===== config.mk =====
export PLATFORM = sky130hd
export DESIGN_NAME = scba_queue
export DESIGN_NICKNAME = d
export VERILOG_FILES = /design/src/hdl/scba_pkg.sv /design/src/hdl/scba_queue.sv
export SDC_FILE = /design/constraint.sdc
export NUM_CORES = 1
export LEC_CHECK = 0
export BUFFER_PORTS_ARGS = -buffer_cell sky130_fd_sc_hd__buf_2
export CORE_MARGIN = 1.5
export CORE_UTILIZATION = 50
export DETAILED_ROUTE_END_ITERATION = 10
export PLACE_DENSITY = 0.77
export SLEW_MARGIN = 20
export SYNTH_ARGS = -nofsm -noshare
export SYNTH_HDL_FRONTEND = slang
export SYNTH_SLANG_ARGS = --single-unit

===== constraint.sdc =====
create_clock -name clk -period 2 [get_ports clk]
set_clock_uncertainty 0.05 [all_clocks]
set_input_delay 0.2 -clock clk [delete_from_list [all_inputs] [get_ports clk]]
set_output_delay 0.2 -clock clk [all_outputs]
set_load 0.03 [all_outputs]

===== src/hdl/scba_pkg.sv =====
`timescale 1ns / 1ps
// ----------------------------------------------------------------------------
// scba_pkg
// shared widths, codes and the classified request word for the allocator
// ----------------------------------------------------------------------------
package scba_pkg;

  localparam int START_W  = 10;
  localparam int SIZE_W   = 5;
  localparam int STATUS_W = 2;
  localparam int CFG_W    = 11;

  localparam logic [CFG_W-1:0] BOOT_RESET = 11'd1;

  localparam logic CMD_ALLOC = 1'b0;
  localparam logic CMD_FREE  = 1'b1;

  localparam int QUEUE_DEPTH = 2;

  typedef enum logic [STATUS_W-1:0] {
    ST_OK       = 2'd0,
    ST_NO_SPACE = 2'd1,
    ST_BAD_FREE = 2'd2
  } status_t;

  typedef struct packed {
    logic              is_free;
    logic              size_ok;
    logic              start_ok;
    logic [SIZE_W-1:0] size;
    logic [START_W-1:0] start;
  } item_t;

endpackage


===== src/hdl/scba_queue.sv =====
`timescale 1ns / 1ps
// ----------------------------------------------------------------------------
// scba_queue
// short fifo of classified requests between intake and execution
// ----------------------------------------------------------------------------
module scba_queue (
  input  logic            clk,
  input  logic            rst_n,
  input  logic            flush,
  input  logic            push,
  input  scba_pkg::item_t item_in,
  output logic            full,
  input  logic            pop,
  output scba_pkg::item_t item_out,
  output logic            valid
);

  localparam int QD    = scba_pkg::QUEUE_DEPTH;
  localparam int PTR_W = $clog2(QD);
  localparam int CNT_W = $clog2(QD + 1);

  scba_pkg::item_t  mem_r [QD];
  logic [PTR_W-1:0] wr_ptr_r, wr_ptr_nxt;
  logic [PTR_W-1:0] rd_ptr_r, rd_ptr_nxt;
  logic [CNT_W-1:0] count_r, count_nxt;
  logic             do_push;
  logic             do_pop;

  assign full     = (count_r == CNT_W'(QD));
  assign valid    = (count_r != '0);
  assign item_out = mem_r[rd_ptr_r];
  assign do_push  = push && !full;
  assign do_pop   = pop && valid;

  always_comb begin
    wr_ptr_nxt = wr_ptr_r;
    rd_ptr_nxt = rd_ptr_r;
    count_nxt  = count_r;
    if (do_push) begin
      wr_ptr_nxt = (wr_ptr_r == PTR_W'(QD - 1)) ? '0 : wr_ptr_r + PTR_W'(1);
    end
    if (do_pop) begin
      rd_ptr_nxt = (rd_ptr_r == PTR_W'(QD - 1)) ? '0 : rd_ptr_r + PTR_W'(1);
    end
    if (do_push && !do_pop) begin
      count_nxt = count_r + CNT_W'(1);
    end else if (do_pop && !do_push) begin
      count_nxt = count_r - CNT_W'(1);
    end
    if (flush) begin
      wr_ptr_nxt = '0;
      rd_ptr_nxt = '0;
      count_nxt  = '0;
    end
  end

  always_ff @(posedge clk) begin
    if (!rst_n) begin
      wr_ptr_r <= '0;
      rd_ptr_r <= '0;
      count_r  <= '0;
    end else begin
      wr_ptr_r <= wr_ptr_nxt;
      rd_ptr_r <= rd_ptr_nxt;
      count_r  <= count_nxt;
    end
  end

  always_ff @(posedge clk) begin
    if (do_push) begin
      mem_r[wr_ptr_r] <= item_in;
    end
  end

endmodule


=== Word-level counts from Yosys, hierarchy flattened ===
Memory sizes are Yosys's and may differ from the RTL's. A register that Yosys moved wholly into a read port is not among the register bits.
Cells that the tools add are included.

* Eq/ne operators: 1
* Multipliers: 0
* Order comparisons: 0
* Reduce and logical (&&, ||, !) cells: 10
* Shift operators: 0
* Muxes and demuxes: 8
* Bitwise operators: 1
* $add $sub $neg: 4
* Div/mod/pow operators: 0

{| class="wikitable"
|+ Operators by type and width
! cell !! count
|-
| $mux 1 || 6
|-
| $logic_and 1x1->1 || 4
|-
| $mux 2 || 2
|-
| $reduce_bool 2->1 || 2
|-
| $logic_not 1->1 || 3
|-
| $add 1x1->1 const B || 2
|-
| $add 2x1->2 const B || 1
|-
| $eq 2x2->1 const B || 1
|-
| $reduce_or 2->1 || 1
|-
| $sub 2x1->2 const B || 1
|-
| $not 1->1 || 1
|}

* Bits in read-only memories: 0
* Bits of input ports: 23
* Register bits after elaboration: 4
* Bits in latches: 0
* RAM bits: 36
* Memories: 1
* Output and inout port bits: 20
* Word-level logic and storage cells: 28

{| class="wikitable"
|+ Memory list
! memory !! depth !! bits a word !! read ports !! clocked after Yosys merged registers in !! wr ports !! RTL line !! text
|-
| mem_r || 2 || 18 || 1 || 1 || 1 || scba_queue.sv:22 || <nowiki>scba_pkg::item_t mem_r [QD];</nowiki>
|}

=== Logic depth before layout (Yosys ltp) ===
* Depth in word-level cells: 7
* Depth in mapped cells: 6
* Depth with buffers taken out: 6

=== Least setup slack after synthesis ===
No wires, ideal clock.

* Path type: flip-flop to flip-flop
* Start point: reg count_r[1]
* End point: reg count_r[1]
* Arrival: 1.570 ns
* Library setup time: 0.070 ns
* Buffers on the path: 0
* Setup slack: 0.310 ns
* Data required time: 1.880 ns
* Clock period less this slack: 1.690 ns
* Stages on the path, launching flop included: 6
* Path through: dfxtp_1 > nor2b_2 > nor2_1 > ha_1 > or3_1 > a21oi_1

* Word-level cells in the longest chain between the ends: 6
* Elaborated cells between the ends (all ways): 14
* Classes of those cells: add/sub: 2; eq/ne: 1; mux: 2; reduce/logical: 9

{| class="wikitable"
|+ RTL lines
! item !! RTL line !! text
|-
| start: declaration || scba_queue.sv:25 || <nowiki>logic [CNT_W-1:0] count_r, count_nxt;</nowiki>
|-
| start signal: assignment || scba_queue.sv:65 || <nowiki>count_r <= count_nxt;</nowiki>
|-
| $eq 2x2->1 * || scba_queue.sv:29 || <nowiki>assign full = (count_r == CNT_W'(QD));</nowiki>
|-
| net full || scba_queue.sv:12 || <nowiki>output logic full,</nowiki>
|-
| $logic_not 1->1 * || scba_queue.sv:32 || <nowiki>assign do_push = push && !full;</nowiki>
|-
| $logic_and 1x1->1 * || scba_queue.sv:32 ||
|-
| $logic_not 1->1 || scba_queue.sv:47 || <nowiki>end else if (do_pop && !do_push) begin</nowiki>
|-
| $logic_and 1x1->1 || scba_queue.sv:47 ||
|-
| $reduce_bool 2->1 (no line) || -- ||
|}

Mark *: on every way through the listed nets, which the timed path passes. The rest lies on a longest branch. The select of a mux whose other input is x is not followed.
A chain may end at the register's enable or synchronous reset.

==> metrics <==
peak supply drop=0.518 mV; post-route setup TNS=0 ns; Worst setup SP type=register; Initial Utilization=0.538; antenna cells=0; clk sinks=41; Worst EP required=1.75 ns; final setup violation count=0; TritonCTS Buffers=5; EDFF count, synth=36; first-pass GRT wire length=3800 um; reg2reg setup slack=0.39 ns; area post-placement=1820 um2; FILL cells=175; Reg2Reg Depth=5; total power=1.92 mW; Syn-to-layout area delta=38.3%; Die ar.=3390 um2; RR Startpoint=count_r[1]$_SDFFE_PP0P_; most frequent cell after synthesis=edfxtp_1; Final min period=1.79 ns; post-synthesis area per instance=18.6 um2; CTS HTree Levels=2; outcome=finished with violations; CP Capture Type=primary output; syn nets=106; Post-DP HPWL=1620 um; via count=899; post-layout instance area=2110 um2; switching power=0.428 mW; Reg power frac=0.518; tightest hold margin=0.159 ns; post-synth top area cell=edfxtp_1; Max Clk Rate=0.560 GHz; Residual DRC=3; clk buf depth=2; worst-skew pair later-pin latency=0.34 ns; Yosys cell types=16; Total GRT Usage=0.157; RD Place Congestion=0.707; combinational power share=0.138; Synth Register Bits=41; final period utilization=0.893; Worst-path clk slew=0.12 ns; core box area=2830 um2; chip height=58.2 um; type of the tightest min-delay check=input port to register; synth cell count leaders=36 x edfxtp_1, 18 x mux2_2, 5 x dfxtp_1; ys async rst share=0; Slew HR=0.793; total wire length=2490 um; vias in the first global route=919; Worst Setup EP=item_out[12]; Reg-to-Reg End=count_r[1]$_SDFFE_PP0P_; remaining global-route overflow=0; violated checks=design-rule violations; worst slew pin tran=0.308 ns; Seq/Total Area, Yosys=0.776; Final Hold Fails=0; Cells after Synth=82; Vias per Instance=4.94; Synth Warn #=0; Post-Syn Area=1520 um2; Power Density=910 nW/um2; Setup Fix Bufs, Post-CTS=0; Antenna Nets Post-Route=0; Port Buffers=42; drt wl/cell=13.7 um; Sw Ratio=0.223; largest net degree at the start of global routing=15; FP Rows=19; Max Cap Viol=0; die width=58.2 um; WP data arrival=1.54 ns; maximum fanout along the worst path=14; part of the power in the clock network=0.344; DR iter-0 viols=34; internal power=1.49 mW; CP Class=register to primary output; cts hold-fix bufs=18; clock root cell=clkbuf_4; drt pass-1 iters=9; Max Transition Viols Final=0; fraction of final layout cells sized beyond drive strength 1=0.483; RSZ-0062 raised after global routing=false; top-area cell type share of the netlist area=0.710; Nets=174; PostCTS Resize Cnt=0; Post-synth top flop=edfxtp_1; I/O pin cnt=43; Area contributors post-synth=edfxtp_1 71%, mux2_2 13%, dfxtp_1 6.6%, xor2_1 1.7%, o21ai_0 0.99%; Leakage=0.829 nW; CTS tree=built; initial antenna violation count=0
==> power groups by stage <==
| stage | Combinational (mW) | Clock (mW) | Sequential, mW |
|---|---|---|---|
| floorplan | 0.156 | 0 | 1.01 |
| global placement | 0.232 | 0 | 1.01 |
| detailed placement | 0.238 | 0 | 1.01 |
| CTS | 0.266 | 0.674 | 0.993 |
| global route | 0.281 | 0.704 | 0.996 |
| finish | 0.264 | 0.659 | 0.992 |
==> kinds of logic after synthesis <==
family / after synthesis / synth area share
mux: 18 / 0.133
compound gates: 5 / 0.0164
xor+xnor: 3 / 0.0173
fa+ha+maj: 1 / 0.00822
buf+inv: 4 / 0.0131
flops: 41 / 0.776
simple gates: 10 / 0.0362
==> layout by cell type (no fill, tap or decap), drive strengths merged <==
cell type | synthesis | layout
edfxtp | 36 | 36
clkbuf | 0 | 5
dfxtp | 5 | 5
buf | 2 | 45
dlygate4sd3 | 0 | 18
or2 | 1 | 1
o21ai | 3 | 3
nor2 | 4 | 4
or3 | 2 | 2
mux2 | 18 | 18
and2 | 1 | 1
bufinv | 0 | 2
xor2 | 3 | 3
nand2b | 1 | 1
nor2b | 1 | 1
a21oi | 2 | 2
ha | 1 | 1
inv | 2 | 3
==> metrics by stage <==
stage / worst slack [ns] / util / instances
6_report: 0.213 / 0.744 / 182
5_1_grt: 0.148 / 0.744 / 182
4_1_cts: 0.181 / 0.744 / 182
3_5_place_dp: 0.399 / 0.643 / 156
3_3_place_gp: 0.470 / 0.643 / 156
2_1_floorplan: 0.310 / - / 82
==> cell type report <==
class,count,area [um2],share of cell area
inverter,2,7.51,0.00357
multi-input combinational,37,322,0.153
sequential,41,1180,0.561
timing repair buffer,63,450,0.214
clock buffer,5,37.5,0.0178
tap,31,38.8,0.0184
clock inverter,3,68.8,0.0327
==> metal layers <==
| layer | global-route usage | share of wire | wire length, um |
|---|---|---|---|
| met1 | 0.151 | 0.38 | 951 |
| met3 | 0.0469 | 0.053 | 132 |
| met2 | 0.297 | 0.55 | 1370 |
| met4 | 0.0797 | 0.014 | 34 |
| met5 | 0 | 0 | 0 |
==> critical path: stages, from the launching register on <==
cell and delay [ns]:
dfxtp_1 0.49, buf_12 0.19, mux2_2 0.35, buf_2 0.18
==> registers in the layout, indices dropped and copies added (netlist names), named ones only <==
| name | flops |
|---|---|
| mem_r | 36 |
| count_r | 2 |
| rd_ptr_r | 1 |
| wr_ptr_r | 1 |
==> worst min path at each step <==
stage                     from                 endpoint  cells past startpoint
global route             rst_n  count_r[1]$_SDFFE_PP0P_                      3
finish                   rst_n                 register                      3
detailed placement  item_in[5]    mem_r[0][5]$_DFFE_PP_                      1
floorplan           item_in[0]    mem_r[0][0]$_DFFE_PP_                      0
CTS                      rst_n                 register                      3
global placement    item_in[8]    mem_r[0][8]$_DFFE_PP_                      1
No activity file was read; power rests on OpenSTA's default activity.
